$ cat src/rtl/core/murmurhash2_key_hash_macros.svh
// assertion macros used by the hash core controller
`ifndef MURMURHASH2_KEY_HASH_MACROS_SVH
`define MURMURHASH2_KEY_HASH_MACROS_SVH

`ifndef SYNTH
// same-cycle implication, checked on every clock outside reset
`define MMH_ASSERT_NOW(label, ante, cons, msg) \
   label: assert property (@(posedge clock) disable iff (reset) (ante) |-> (cons)) \
      else $error(msg);
// next-cycle implication, checked on every clock outside reset
`define MMH_ASSERT_NEXT(label, ante, cons, msg) \
   label: assert property (@(posedge clock) disable iff (reset) (ante) |=> (cons)) \
      else $error(msg);
`else
`define MMH_ASSERT_NOW(label, ante, cons, msg)
`define MMH_ASSERT_NEXT(label, ante, cons, msg)
`endif

`endif

$ cat src/rtl/core/mmh_pkg.sv
// shared constants and control types for the hash core
`timescale 1ns / 1ps

package mmh_pkg;

   localparam logic [31:0] MixMult   = 32'h5bd1e995;
   localparam int          MixShift  = 24;
   localparam int          FinShiftA = 13;
   localparam int          FinShiftB = 15;
   localparam logic [31:0] SeedReset = 32'd5381;

   // multiplier operand select
   typedef enum logic [1:0] {
      SEL_WORD = 2'd0,
      SEL_KEY  = 2'd1,
      SEL_HASH = 2'd2,
      SEL_FIN  = 2'd3
   } mul_sel_type;

   // controller states, one-hot
   typedef enum logic [5:0] {
      ST_IDLE  = 6'b000001,
      ST_MUL_W = 6'b000010,
      ST_MUL_K = 6'b000100,
      ST_MUL_H = 6'b001000,
      ST_MUL_F = 6'b010000,
      ST_OUT   = 6'b100000
   } state_type;

   // controller to datapath
   typedef struct packed {
      logic        load;
      mul_sel_type sel;
      logic        prod_we;
      logic        hash_we;
      logic        out_load;
   } cmd_type;

   // datapath to controller
   typedef struct packed {
      logic in_full;
      logic in_tail;
      logic in_last;
      logic cur_last;
      logic out_busy;
   } sts_type;

endpackage

$ cat src/rtl/core/mmh_datapath.sv
// hash datapath: seed, running hash, shared multiplier and result register
`timescale 1ns / 1ps

module mmh_datapath (
   input  logic            clock,
   input  logic            reset,
   input  logic            csr_valid,
   input  logic            csr_ready,
   input  logic [31:0]     csr_hash_seed,
   input  logic [31:0]     req_key_word,
   input  logic [2:0]      req_valid_bytes,
   input  logic            req_first_word,
   input  logic            req_last_word,
   input  logic [15:0]     req_key_length,
   input  logic            rsp_stall,
   output logic            rsp_valid,
   output logic [31:0]     rsp_hash_value,
   input  mmh_pkg::cmd_type cmd,
   output mmh_pkg::sts_type sts
);
   import mmh_pkg::*;

   logic [31:0] seed_ff, seed_in;
   logic [31:0] hash_ff, hash_in;
   logic [31:0] word_ff;
   logic [31:0] prod_ff;
   logic        full_ff, last_ff;
   logic [31:0] out_ff;
   logic        out_valid_ff, out_valid_in;

   logic [31:0] tail_mask;
   logic [31:0] base_hash;
   logic [31:0] mul_a;
   logic [31:0] mul_p;
   logic        in_full, in_tail;

   // byte count decode, counts above four act as four
   assign in_full = req_valid_bytes[2];
   assign in_tail = !req_valid_bytes[2] && (req_valid_bytes[1:0] != 2'd0);

   // tail byte mask for one to three bytes
   always_comb begin
      tail_mask = 32'h0000_00ff;
      if (req_valid_bytes[1:0] == 2'd2 || req_valid_bytes[1:0] == 2'd3) begin
         tail_mask = tail_mask | 32'h0000_ff00;
      end
      if (req_valid_bytes[1:0] == 2'd3) begin
         tail_mask = tail_mask | 32'h00ff_0000;
      end
   end

   // seed register
   always_comb begin
      seed_in = seed_ff;
      if (csr_valid && csr_ready) begin
         seed_in = csr_hash_seed;
      end
   end

   // shared multiplier operand select
   always_comb begin
      case (cmd.sel)
         SEL_WORD: mul_a = word_ff;
         SEL_KEY:  mul_a = prod_ff ^ (prod_ff >> MixShift);
         SEL_HASH: mul_a = hash_ff;
         SEL_FIN:  mul_a = hash_ff ^ (hash_ff >> FinShiftA);
         default:  mul_a = word_ff;
      endcase
   end

   assign mul_p = mul_a * MixMult;

   // running hash update: reload on first word, tail bytes, fold
   always_comb begin
      base_hash = req_first_word ? (seed_ff ^ {16'd0, req_key_length}) : hash_ff;
      hash_in   = hash_ff;
      if (cmd.load) begin
         hash_in = in_tail ? (base_hash ^ (req_key_word & tail_mask)) : base_hash;
      end else if (cmd.hash_we) begin
         hash_in = mul_p ^ (full_ff ? prod_ff : 32'd0);
      end
   end

   // result valid flag
   always_comb begin
      out_valid_in = out_valid_ff;
      if (out_valid_ff && !rsp_stall) begin
         out_valid_in = 1'b0;
      end
      if (cmd.out_load) begin
         out_valid_in = 1'b1;
      end
   end

   // control registers
   always_ff @(posedge clock) begin
      if (reset) begin
         seed_ff      <= SeedReset;
         hash_ff      <= 32'd0;
         out_valid_ff <= 1'b0;
      end else begin
         seed_ff      <= seed_in;
         hash_ff      <= hash_in;
         out_valid_ff <= out_valid_in;
      end
   end

   // payload registers
   always_ff @(posedge clock) begin
      if (cmd.load) begin
         word_ff <= req_key_word;
         full_ff <= in_full;
         last_ff <= req_last_word;
      end
      if (cmd.prod_we) begin
         prod_ff <= mul_p;
      end
      if (cmd.out_load) begin
         out_ff <= prod_ff ^ (prod_ff >> FinShiftB);
      end
   end

   assign rsp_valid      = out_valid_ff;
   assign rsp_hash_value = out_ff;

   assign sts.in_full  = in_full;
   assign sts.in_tail  = in_tail;
   assign sts.in_last  = req_last_word;
   assign sts.cur_last = last_ff;
   assign sts.out_busy = out_valid_ff && rsp_stall;

endmodule

$ cat src/rtl/core/mmh_ctrl.sv
// hash controller: sequences the shared multiplier for each item
`timescale 1ns / 1ps
`include "murmurhash2_key_hash_macros.svh"

module mmh_ctrl (
   input  logic             clock,
   input  logic             reset,
   input  logic             req_valid,
   output logic             req_stall,
   input  mmh_pkg::sts_type sts,
   output mmh_pkg::cmd_type cmd
);
   import mmh_pkg::*;

   state_type state_ff, state_in;

   // next state and commands
   always_comb begin
      state_in     = state_ff;
      cmd.load     = 1'b0;
      cmd.sel      = SEL_WORD;
      cmd.prod_we  = 1'b0;
      cmd.hash_we  = 1'b0;
      cmd.out_load = 1'b0;
      case (state_ff)
         ST_IDLE: begin
            if (req_valid) begin
               cmd.load = 1'b1;
               if (sts.in_full) begin
                  state_in = ST_MUL_W;
               end else if (sts.in_tail) begin
                  state_in = ST_MUL_H;
               end else if (sts.in_last) begin
                  state_in = ST_MUL_F;
               end
            end
         end
         ST_MUL_W: begin
            cmd.sel     = SEL_WORD;
            cmd.prod_we = 1'b1;
            state_in    = ST_MUL_K;
         end
         ST_MUL_K: begin
            cmd.sel     = SEL_KEY;
            cmd.prod_we = 1'b1;
            state_in    = ST_MUL_H;
         end
         ST_MUL_H: begin
            cmd.sel     = SEL_HASH;
            cmd.hash_we = 1'b1;
            state_in    = sts.cur_last ? ST_MUL_F : ST_IDLE;
         end
         ST_MUL_F: begin
            cmd.sel     = SEL_FIN;
            cmd.prod_we = 1'b1;
            state_in    = ST_OUT;
         end
         ST_OUT: begin
            if (!sts.out_busy) begin
               cmd.out_load = 1'b1;
               state_in     = ST_IDLE;
            end
         end
         default: begin
            state_in = ST_IDLE;
         end
      endcase
   end

   // state register
   always_ff @(posedge clock) begin
      if (reset) begin
         state_ff <= ST_IDLE;
      end else begin
         state_ff <= state_in;
      end
   end

   assign req_stall = (state_ff != ST_IDLE);

   // sequencing checks
   `MMH_ASSERT_NEXT(a_full_starts_mix, cmd.load && sts.in_full, state_ff == ST_MUL_W, "full word did not start key mix")
   `MMH_ASSERT_NEXT(a_key_two_muls, state_ff == ST_MUL_W, state_ff == ST_MUL_K, "key mix skipped second multiply")
   `MMH_ASSERT_NEXT(a_fin_then_out, state_ff == ST_MUL_F, state_ff == ST_OUT, "final mix not followed by output")
   `MMH_ASSERT_NOW(a_no_overwrite, cmd.out_load, !sts.out_busy, "result loaded over a pending item")

endmodule

$ cat src/rtl/core/murmurhash2_key_hash.sv
// MurmurHash2 32-bit key hasher, top level
//
// Keys stream in on the req_ channel as little-endian 32-bit words, first byte
// in bits 7:0. The word marked req_first_word reloads the running hash with the
// seed xor req_key_length. Full words take three multiplies, a word of one to
// three bytes takes one, and an empty word takes none. The word marked
// req_last_word adds the final mix and one item appears on the rsp_ channel.
// The seed is written through csr_valid / csr_ready; the user writes it only
// while the block is idle, which the block itself does not enforce. req_stall
// holds off the next word while the single shared 32x32 multiplier, used at
// most once per cycle, works on the current one: word, key and hash multiplies
// for a full word, the hash multiply for a tail word, final mix for a last word.
// The result sits in an output register: while rsp_stall is high it holds,
// and the block keeps accepting items until a second result is ready.
// Synchronous reset sets the seed to 5381, clears the running hash and drops
// any pending result.
`timescale 1ns / 1ps

module murmurhash2_key_hash (
   input  logic        clock,
   input  logic        reset,
   input  logic        csr_valid,
   output logic        csr_ready,
   input  logic [31:0] csr_hash_seed,
   input  logic        req_valid,
   output logic        req_stall,
   input  logic [31:0] req_key_word,
   input  logic [2:0]  req_valid_bytes,
   input  logic        req_first_word,
   input  logic        req_last_word,
   input  logic [15:0] req_key_length,
   output logic        rsp_valid,
   input  logic        rsp_stall,
   output logic [31:0] rsp_hash_value
);
   import mmh_pkg::*;

   cmd_type cmd;
   sts_type sts;

   // the user issues seed writes only while idle; the block does not enforce it
   assign csr_ready = 1'b1;

   // sequencer
   mmh_ctrl u_ctrl (
      .clock     (clock),
      .reset     (reset),
      .req_valid (req_valid),
      .req_stall (req_stall),
      .sts       (sts),
      .cmd       (cmd)
   );

   // hash datapath
   mmh_datapath u_datapath (
      .clock           (clock),
      .reset           (reset),
      .csr_valid       (csr_valid),
      .csr_ready       (csr_ready),
      .csr_hash_seed   (csr_hash_seed),
      .req_key_word    (req_key_word),
      .req_valid_bytes (req_valid_bytes),
      .req_first_word  (req_first_word),
      .req_last_word   (req_last_word),
      .req_key_length  (req_key_length),
      .rsp_stall       (rsp_stall),
      .rsp_valid       (rsp_valid),
      .rsp_hash_value  (rsp_hash_value),
      .cmd             (cmd),
      .sts             (sts)
   );

endmodule
$ cat config.mk
export PLATFORM = sky130hd
export DESIGN_NAME = murmurhash2_key_hash
export DESIGN_NICKNAME = d
export VERILOG_FILES = /design/src/rtl/core/mmh_pkg.sv /design/src/rtl/core/mmh_datapath.sv /design/src/rtl/core/mmh_ctrl.sv /design/src/rtl/core/murmurhash2_key_hash.sv
export VERILOG_INCLUDE_DIRS = /design/src /design/src/rtl/core
export SDC_FILE = /design/constraint.sdc
export NUM_CORES = 1
export LEC_CHECK = 0
export BUFFER_PORTS_ARGS = -buffer_cell sky130_fd_sc_hd__buf_2
export CORE_MARGIN = 2
export CORE_UTILIZATION = 60
export DETAILED_ROUTE_END_ITERATION = 6
export PLACE_DENSITY = 0.81
export SYNTH_ARGS = -nofsm -noshare
export SYNTH_HDL_FRONTEND = slang
export SYNTH_SLANG_ARGS = --single-unit
export TNS_END_PERCENT = 10
$ cat constraint.sdc
create_clock -name clock -period 25.3 [get_ports clock]
set_input_delay 5.06 -clock clock [delete_from_list [all_inputs] [get_ports clock]]
set_output_delay 5.06 -clock clock [all_outputs]
set_load 0.01 [all_outputs]
# Yosys cells after proc, flatten, opt, wreduce, memory -nomap -nowiden

Index checks and enable logic that the tools add are counted.

$add $sub $neg: 0
Multiply operators: 1
Div/mod/pow operators: 0
Magnitude comparators: 0
Equality and inequality tests: 15
Shift operators: 0
Muxes and demuxes: 24
Bitwise gates (word level): 7
Reduce and logical (&&, ||, !) cells: 12

Operators by type and width:

| cell                                                 | count |
|---|---|
| two-way mux 32 bit                                   | 5 |
| case mux 32 bit (4 select lines)                     | 1 |
| bitwise XOR 32 bit                                   | 2 |
| case mux 6 bit (6 select lines)                      | 1 |
| AND 32 bit                                           | 1 |
| multiplier 32 x 31 -> 32 bit (second input constant) | 1 |
| bitwise XOR 32 x 16 -> 32 bit                        | 1 |
| bitwise XOR 32 x 17 -> 32 bit                        | 1 |
| bitwise XOR 32 x 19 -> 32 bit                        | 1 |
| bitwise XOR 32 x 8 -> 32 bit                         | 1 |
| two-way mux 6 bit                                    | 5 |
| two-way mux 24 bit                                   | 1 |
| two-way mux 16 bit                                   | 1 |
| equality test 2 bit (second input constant)          | 4 |
| two-way mux 1 bit                                    | 8 |
| equality test 6 x 1 -> 1 bit (second input constant) | 1 |
| equality test 6 x 2 -> 1 bit (second input constant) | 1 |
| equality test 6 x 3 -> 1 bit (second input constant) | 1 |
| equality test 6 x 4 -> 1 bit (second input constant) | 1 |
| equality test 6 x 5 -> 1 bit (second input constant) | 1 |
| equality test 6 bit (second input constant)          | 1 |
| != test 6 x 1 -> 1 bit (second input constant)       | 1 |
| case mux 2 bit (3 select lines)                      | 1 |
| nonzero test 2 bit                                   | 3 |
| other kinds (10)                                     | 14 |

Flip-flop bits (word level): 169
Bits in latches: 0
Memory bits (writable): 0
Memory bits (read-only): 0
Output and inout bits: 35
Logic and storage cells: 68
Memories kept: 0

# Longest topological paths before layout

Gate-level depths: netlist of the first run.

Word-level depth: 8
Mapped depth: 34
Mapped depth without buffers: 31

# Modules after synthesis

From an unflattened synthesis of the first run, not the netlist that was laid out.

Cell total of the unflattened synthesis: 1,742
Area total of the unflattened synthesis: 17,021.3 um^2

By module, submodules not included:

| module               | times used | cells each | area an instance (um^2) |
|---|---|---|---|
| mmh_datapath         | 1          | 1,687      | 16,584.7 |
| mmh_ctrl             | 1          | 53         | 425.4 |
| murmurhash2_key_hash | 1          | 2          | 11.3 |

# Worst setup path before layout of the first run

OpenSTA, ideal clock, no wires.

Kind: flip-flop to flip-flop
Start: register u_ctrl.state_ff[5]
End: register u_datapath.hash_ff[31]
Arrival time: 8.244 ns
Required time: 25.226 ns
Setup slack: 16.983 ns
Cell stages (with the launch flop): 34
Buffers on the path: 4
Cell sequence: dfxtp_1 or3_1 buf_6 nor3_4 buf_6 clkbuf_1 nand2_1 xor2_1 a21oi_1 inv_1 fa_1 inv_1 ha_1 inv_1 fa_1 fa_1 inv_1 ha_1 fa_1 fa_1 inv_1 fa_1 inv_1 ha_1 clkbuf_1 nand2_1 o21ai_0 a21oi_1 o211ai_1 nand2_1 o31ai_1 a31oi_1 xnor3_1 o22ai_2

Word-level cells in the longest chain between the ends: 8
Elaborated cells on any way between the ends: 17
Those cells by class: mul (1); eq/ne (7); mux (6); bitwise (1); reduce/logical (2)

RTL lines:

| element                                                    | RTL line            | source |
|---|---|---|
| from (decl)                                                | mmh_ctrl.sv:15      | `state_type state_ff, state_in;` |
| from (signal assigned)                                     | mmh_ctrl.sv:75      | `state_ff <= state_in;` |
| equality test 6 x 5 -> 1 bit, or another cell as far along | mmh_ctrl.sv:25      | `case (state_ff)` |
| case mux 2 bit (3 select lines)                            | mmh_ctrl.sv:25      |  |
| equality test 2 bit, or another cell as far along          | mmh_datapath.sv:62  | `case (cmd.sel)` |
| case mux 32 bit (4 select lines)                           | mmh_datapath.sv:62  |  |
| multiplier 32 x 31 -> 32 bit                               | mmh_datapath.sv:71  | `assign mul_p = mul_a * MixMult;` |
| bitwise XOR 32 bit                                         | mmh_datapath.sv:80  | `hash_in = mul_p ^ (full_ff ? prod_ff : 32'd0);` |
| two-way mux 32 bit                                         | mmh_datapath.sv:79  | `end else if (cmd.hash_we) begin` |
| two-way mux 32 bit                                         | mmh_datapath.sv:77  | `if (cmd.load) begin` |
| to (signal assigned)                                       | mmh_datapath.sv:103 | `hash_ff <= hash_in;` |
| to (decl)                                                  | mmh_datapath.sv:24  | `logic [31:0] hash_ff, hash_in;` |

Parallel ways exist; a longest one is shown, timed or not. The select of a mux whose other input is x is not followed.
A chain may end at the register's enable or synchronous reset.

# Final worst setup path of the first run

Same ends and word-level chain as after synthesis.

==> flow_summary.ini, run 1 <==
[layout]
drive_gt1_share_pct = 10.9
antennaDiodeCount = 0
layout_commonest_cell = inv_1
layout_common_cells = 376 x inv_1, 213 x ha_1, 179 x fa_1
nets = 2322
instances_no_fill = 2231
fill_cells = 2188
final_util_pct = 67.1
syn_to_final_growth_pct = 9.38

[critical_path]
crit_path_end_kind = flip-flop
path_delay_family = adder cells
startpoint_type = flip-flop
critPathMaxFanout = 20
max_stage_delay_ps = 840
worstPathRequired_ps = 25660
cp_common_cell = inv_1
worstSetupPathType = flip-flop to flip-flop
path_buf_inv = 7
cp_slowest_cell = a221oi_1
arrival_ps = 10270

[grt]
grt_pass1_vias = 13144
grt_use_total_pct = 31.8
grt_first_pass_wirelength_microns = 73100
globalRouteOverflowTotal = 0
grt_max_degree = 66
antenna_found_initial = 0

[sta]
setup_viol = 0
final.setup_skew_ps = 9.19
post-route-min-period_ps = 9920
finalCritPeriodShare_pct = 39.2
fin_worst_hold_slack_ps = 501
tns_ps = 0
fmax_mhz = 101
maxSlewHeadroom_pct = 12.3
rsz0062_at_grt = false
tightest_slew_ps = 1310
hold_viol = 0
report.final.slew_viol_count = 0

[logic_synthesis]
syn_nets = 2211
ys_ff_latch = 169
ys_seq_area_share_pct = 25.4
yosysWarnings = 0
syn-cell-area_sq_mm = 0.0172
synth_edf_count = 98
synth_cell_types = 72
ys_async_sr_fraction_pct = 0
syn-mean-instance-area_sq_um = 9.93
synthCells = 1729
synth-main-ff-cell = edfxtp_1

[floorplanning]
core_area_sq_mm = 0.0280
dieHeight_microns = 173
start_util_pct = 61.3
die_width_microns = 173
die_area_sq_mm = 0.0300
rows = 61
ios = 125

[routing]
final_antenna_net_count = 0
wl_microns = 46500
drc_errors = 0
dr.first_iter.drc_count = 1231
vias = 12719
avgRoutedWirePerCell_microns = 20.8
dr.pass1.iters = 5
viasPerCell = 5.70

[hold_path]
hp-class = flip-flop to flip-flop

[cts]
clock-root-buffer = clkbuf_16
cts_buffers = 17
cts.clk_slew.worst_paths_ps = 70
post_cts_buffers = 0
h-tree-depth = 4
clock_latency_ps = 430
cts_tree = built
cts.sinks = 169
cts_resized = 0
ctsLongestPathBuffers = 2
ctsHoldBuffers = 0

[placed_design]
place_inst = 2199
port_buffers = 123
dpl.hpwl_microns = 36900
place_congestion = 0.977

[job]
drv_cap = 0

[run_status]
status = completed
[logic make-up after synthesis]
kind of cell / after synthesis / synth area share [%]
muxes: 43 / 2.51
DFF: 169 / 25.4
and+or+nand+nor: 294 / 7.58
adders and majority gates: 392 / 36.4
xor gates and xnor gates: 174 / 9.78
other: 1 / 0.0218
buffers and inverters: 429 / 9.61
AOI/OAI and AO/OA: 227 / 8.70
[synthesized netlist by cell type (27+ instances only)]
| library cell | n | area share (%) |
|---|---|---|
| a211oi_1 | 27 | 1.2 |
| a21oi_1 | 72 | 2.1 |
| clkbuf_1 | 35 | 0.77 |
| dfxtp_1 | 71 | 8.3 |
| edfxtp_1 | 98 | 17 |
| fa_1 | 179 | 21 |
| ha_1 | 213 | 16 |
| inv_1 | 376 | 8.2 |
| mux2i_1 | 43 | 2.5 |
| nand2_1 | 121 | 2.6 |
| nor2_1 | 106 | 2.3 |
| o21ai_0 | 31 | 0.90 |
| xnor2_1 | 91 | 4.6 |
| xor2_1 | 71 | 3.6 |
[state kept, by name, indices dropped and copies added (netlist names)]
register and cells:
u_datapath.hash_ff 32, u_datapath.prod_ff 32, u_datapath.rsp_hash_value 32, u_datapath.seed_ff 32
u_datapath.word_ff 32, u_ctrl.state_ff 6, u_datapath.full_ff 1, u_datapath.last_ff 1
u_datapath.rsp_valid 1
[routing by layer]
| metal | up-vias | GRT usage [%] | share of wire [%] |
|---|---|---|---|
| met3 | 128 | 4.62 | 8.2 |
| li1 | 5815 | - | - |
| met1 | 6125 | 42.2 | 40 |
| met2 | 651 | 51.5 | 47 |
| met5 | - | 0 | 0 |
| met4 | 0 | 15.1 | 5.4 |
[worst reg2reg max path: cells and delay by family (launching register included)]
family	cells	cell delay [ps]
XOR/XNOR	2	570
flip-flops	1	380
buffers and inverters	7	790
AND/OR/NAND/NOR	8	2040
AO/OA/AOI/OAI	5	2000
adder cells (fa/ha/maj)	9	4080
[metrics by stage]
stage	setup WS, ps	instance area (sq um)
after detailed placement	15570	18200
after global routing	14960	18800
final	15380	18800
after CTS	15500	18800
after floorplan	16980	17200
after global placement	15810	18200
[worst paths after layout]
check | from | endpoint | slack, ps | depth (start not counted)
worst max-delay path | u_ctrl.state_ff[5] | u_datapath.hash_ff[31] | 15380 | 31
worst max register to register | u_ctrl.state_ff[5] | u_datapath.hash_ff[31] | 15380 | 31
worst min-delay path | u_datapath.seed_ff[0] | u_datapath.seed_ff[0] | 500 | 2
worst min register to register | u_datapath.seed_ff[0] | u_datapath.seed_ff[0] | 500 | 2
[final cells by class]
| cell class | instances | area [sq um] | area share [%] |
|---|---|---|---|
| clock buffer | 20 | 469 | 2.50 |
| clock inverter | 12 | 104 | 0.553 |
| inverter | 377 | 1420 | 7.53 |
| multi-input combinational | 1131 | 11200 | 59.5 |
| sequential | 169 | 4360 | 23.2 |
| tap | 378 | 473 | 2.52 |
| timing repair buffer | 144 | 773 | 4.12 |
Power of run 1 is left out: the tool's default activity adds up to more than one toggle a clock period on the data nets, which glitch-free logic cannot reach.
==> run 2: changes to the inputs <==
Clock period 25.3 ns to 10 ns, I/O delays scaled along.
==> run 2 against run 1 <==
Net effect:
- via count is 0.28% higher
- worst hold slack about the same
- highest routed layer unchanged
- largest cell class unchanged
- register-to-register slack worse by 15000 ps
- sequential share of layout area hardly changed
- count of clock-buffer cells in the layout fell by 1
- maximum frequency rose by 7.5%
- non-clock buffer count rose by 6
- global-route usage rose by 0.11 points
- final cell count is 0.27% higher
- die area is the same
- critical path depth is 1 lower
- utilization increased by 0.12 points
==> flow_summary.ini, run 2 (synthesis results as in run 1) <==
[run_status]
status = completed

[critical_path]
worstSetupPathType = flip-flop to flip-flop
critPathMaxFanout = 15
arrival_ps = 9590
cp_common_cell = inv_1
reg2reg_from = u_ctrl.state_ff[5]
startpoint_type = flip-flop
cp_slowest_cell = or4_4
max_stage_delay_ps = 600
worstPathRequired_ps = 10360
worstSetupStartpoint = u_ctrl.state_ff[5]
crit_path_end_kind = flip-flop

[sta]
maxSlewHeadroom_pct = 17.3
final.setup_skew_ps = 9.69
finalCritPeriodShare_pct = 92.2
hold_viol = 0
setup_viol = 0
rsz0062_at_grt = false
fmax_mhz = 108
tightest_slew_ps = 1240
tns_ps = 0
report.final.slew_viol_count = 0
post-route-min-period_ps = 9220

[routing]
avgRoutedWirePerCell_microns = 20.8
dr.first_iter.drc_count = 1171
wl_microns = 46600
final_antenna_net_count = 0
vias = 12754
viasPerCell = 5.70
dr.pass1.iters = 6
drc_errors = 0

[cts]
cts_tree = built
cts.sinks = 169
clock-root-buffer = clkbuf_16
post_cts_buffers = 0
clock_latency_ps = 430
ctsHoldBuffers = 0
cts_resized = 0
cts_buffers = 17
cts.clk_slew.worst_paths_ps = 70
h-tree-depth = 4
ctsLongestPathBuffers = 2

[layout]
antennaDiodeCount = 0
nets = 2328
layout_commonest_cell = inv_1
drive_gt1_share_pct = 11.0
layout_common_cells = 377 x inv_1, 213 x ha_1, 179 x fa_1
syn_to_final_growth_pct = 9.58
final_util_pct = 67.2

[grt]
antenna_found_initial = 0
grt_use_met3_pct = 4.68
grt_max_degree = 70
groute.layer.met2.usage_pct = 51.8
grt_first_pass_wirelength_microns = 73400
grt_use_total_pct = 31.9
use_met1_pct = 41.5
top_usage_layer = met2
grt_pass1_vias = 13341
globalRouteOverflowTotal = 0

[placed_design]
place_congestion = 1.00
port_buffers = 123
dpl.hpwl_microns = 37900

[floorplanning]
dieHeight_microns = 173
die_area_sq_mm = 0.0300
ios = 125
die_width_microns = 173
start_util_pct = 61.3
core_area_sq_mm = 0.0280
rows = 61

[hold_path]
worstHoldStart = u_datapath.seed_ff[2]
hp-class = flip-flop to flip-flop

[job]
drv_cap = 0
run 2: cell types whose count changed in the layout (fill, tap and decap cells not counted):
| cell | change |
|---|---|
| inv_8 | +1 |
| inv_4 | +1 |
| a21oi_1 | +3 |
| inv_6 | -2 |
| clkinvlp_4 | -1 |
| a21oi_2 | -3 |
| inv_1 | +1 |
| buf_4 | +6 |
| clkbuf_2 | -1 |
| clkinv_4 | +1 |
run 2: final cells by class:
cell class / instances / area (sq um)
inverters: 377 / 1420
clock buffers: 19 / 464
multi-input cells: 1131 / 11200
clock inverters: 13 / 109
repair buffers: 150 / 818
well taps: 378 / 473
flip-flops and latches: 169 / 4360
fillers: 2166 / 9190
run 2: final timing paths:
path / depth (start not counted) / endpoint / slack [ps]
worst max-delay path: 30 / u_datapath.hash_ff[31] / 780
worst min-delay path: 2 / u_datapath.seed_ff[2] / 500
worst max register to register: 30 / u_datapath.hash_ff[31] / 780
worst min register to register: 2 / u_datapath.seed_ff[2] / 500
run 2: metrics by stage:
stage               hold slack, ps  cells  instance area [sq um]  setup slack (ps)
floorplan                      452   1729                  17200              1680
global placement               476   2205                  18200              1020
detailed placement             486   2205                  18200               999
CTS                            504   2237                  18800               909
global route                   542   2237                  18800               422
finish                         501   2237                  18800               778
run 2: worst max-delay path: cells and delay by family, from the launching register on:
kind | cells | cell delay (ps)
and+or+nand+nor | 7 | 2090
AOI/OAI and AO/OA | 5 | 1470
xor gates and xnor gates | 1 | 390
buffers and inverters | 8 | 800
adders and majority gates | 9 | 4000
DFF | 1 | 360
run 2: metal layers:
| metal | routed length (microns) | share of wire [%] |
|---|---|---|
| met1 | 18700 | 40 |
| met2 | 21700 | 47 |
| met3 | 3420 | 7.3 |
| met4 | 2790 | 6.0 |
| met5 | 0 | 0 |
Power of run 2 is left out for the same reason.
==> run 3: changes to the inputs <==
Settings changed: ABC_AREA set to 1.
==> run 3 against run 2 <==
Net effect:
- die area is 1.4% higher
- count of clock-buffer cells in the layout rose by 2
- utilization down 0.71 points
- setup slack got worse by 41 ps
- sequential share of layout area decreased by 0.25 points
- worst hold slack lost 33 ps
- sequential cell count did not move
- design area increased by 1.1%
- routed wire length is 7.4% higher
- largest cell class unchanged
==> flow_summary.ini, run 3 <==
[grt]
grt_first_pass_wirelength_microns = 78500
grt_pass1_vias = 14278
antenna_found_initial = 0
grt_use_total_pct = 34.2
grt_max_degree = 60
globalRouteOverflowTotal = 0

[floorplanning]
start_util_pct = 60.8
rows = 62
die_width_microns = 174
core_area_sq_mm = 0.0286
die_area_sq_mm = 0.0304
ios = 125
dieHeight_microns = 174

[sta]
finalCritPeriodShare_pct = 92.6
report.final.slew_viol_count = 0
tns_ps = 0
rsz0062_at_grt = false
setup_viol = 0
final.setup_skew_ps = 10.6
tightest_slew_ps = 1190
fmax_mhz = 108
maxSlewHeadroom_pct = 20.6
hold_viol = 0
post-route-min-period_ps = 9260

[logic_synthesis]
yosysWarnings = 0
ys_seq_area_share_pct = 25.1
synth.area.top_cells = fa_1 21%, edfxtp_1 17%, ha_1 15%
yosys.cell_count.top_type = inv_1
syn-mean-instance-area_sq_um = 8.87
syn_nets = 2446
synth_edf_count = 98
yosys-top-cells-count = 464 x inv_1, 241 x nand2_1, 213 x ha_1
synthCells = 1964
syn-cell-area_sq_mm = 0.0174
synth-main-ff-cell = edfxtp_1
synth_top_area_share_pct = 20.6
ys_ff_latch = 169
synth_cell_types = 51
ys_async_sr_fraction_pct = 0
synth_top_cell_by_area = fa_1

[routing]
avgRoutedWirePerCell_microns = 20.2
viasPerCell = 5.58
final_antenna_net_count = 0
vias = 13820
dr.first_iter.drc_count = 1381
drc_errors = 0
wl_microns = 50000
dr.pass1.iters = 7

[critical_path]
path_delay_family = adder cells
critPathMaxFanout = 25
reg2reg_setup_slack_ps = 740
path_buf_inv = 9
reg2reg_from = u_ctrl.state_ff[1]
crit_path_end_kind = flip-flop
cp_slowest_cell = nor3_1
startpoint_type = flip-flop
arrival_ps = 9640
cp_common_cell = inv_1
worstPathRequired_ps = 10380
worstSetupPathType = flip-flop to flip-flop
worstSetupStartpoint = u_ctrl.state_ff[1]
max_stage_delay_ps = 740

[placed_design]
place_congestion = 1.01
dpl.hpwl_microns = 40800
place_inst = 2443
port_buffers = 123

[cts]
cts.sinks = 169
cts_buffers = 17
h-tree-depth = 4
cts_tree = built
clock_latency_ps = 450
cts_resized = 0
ctsLongestPathBuffers = 2
clock-root-buffer = clkbuf_16
post_cts_buffers = 0
cts.clk_slew.worst_paths_ps = 70
ctsHoldBuffers = 0

[layout]
layout_common_cells = 463 x inv_1, 241 x nand2_1, 213 x ha_1
multi_input_area_sq_mm = 0.0111
antennaDiodeCount = 0
nets = 2560
seq_area_sq_mm = 0.00436
fill_cells = 2292
instances_no_fill = 2475
syn_to_final_growth_pct = 9.27
drive_gt1_share_pct = 11.1
layout_commonest_cell = inv_1

[hold_path]
worstHoldStart = u_datapath.seed_ff[23]
hp-class = flip-flop to flip-flop

[job]
drv_cap = 0

[run_status]
status = completed
==> run 3: stage by stage <==
step / worst slack (ps) / utilization, % / area (sq um) / hold WS (ps)
after floorplan: 2420 / - / 17400 / 434
after global placement: 1090 / 64.5 / 18500 / 446
after detailed placement: 926 / 64.5 / 18500 / 457
after CTS: 870 / 66.5 / 19000 / 469
after global routing: 218 / 66.5 / 19000 / 498
final: 737 / 66.5 / 19000 / 468
==> run 3: final timing paths <==
path	end	cells after the start
hold / removal	u_datapath.seed_ff[23]	2
setup reg to reg	u_datapath.hash_ff[22]	36
hold reg to reg	u_datapath.seed_ff[23]	2
setup / recovery	u_datapath.hash_ff[22]	36
==> run 3: worst reg2reg max path: cells and delay by family, from the launching register on <==
family          cells  cell delay [ps]
compound gates      5              840
flops               1              360
xor+xnor            2              480
buf+inv             9             1090
simple gates       11             2420
fa+ha+maj           9             3980
==> run 3: per-layer routing <==
layer	wire length (microns)	vias to the layer above	GRT usage (%)
met5	0	-	0
met4	2500	0	15.4
met3	4010	146	6.01
met2	23500	688	56.3
met1	20000	6568	44.2
li1	-	6418	-
==> run 3: kinds of logic (layout without fill, tap and decap cells) <==
family          after synthesis  count (layout)  synth area share, %
other cells                   1               1               0.0215
xor+xnor                    120             120                 6.04
fa+ha+maj                   392             392                 35.9
compound gates              261             261                 8.37
flops                       169             169                 25.1
simple gates                505             505                 13.2
buf+inv                     515             642                 11.4
mux                           1               1               0.0575
==> run 3: area by class of cell <==
type,count,area share [%]
Clock buffer,21,2.59
Timing Repair Buffer,139,3.87
Tap cell,384,2.53
Clock inverter,11,0.421
Inverter,471,9.36
Sequential cell,169,22.9
Multi-Input combinational cell,1280,58.3
Power of run 3 is left out for the same reason.
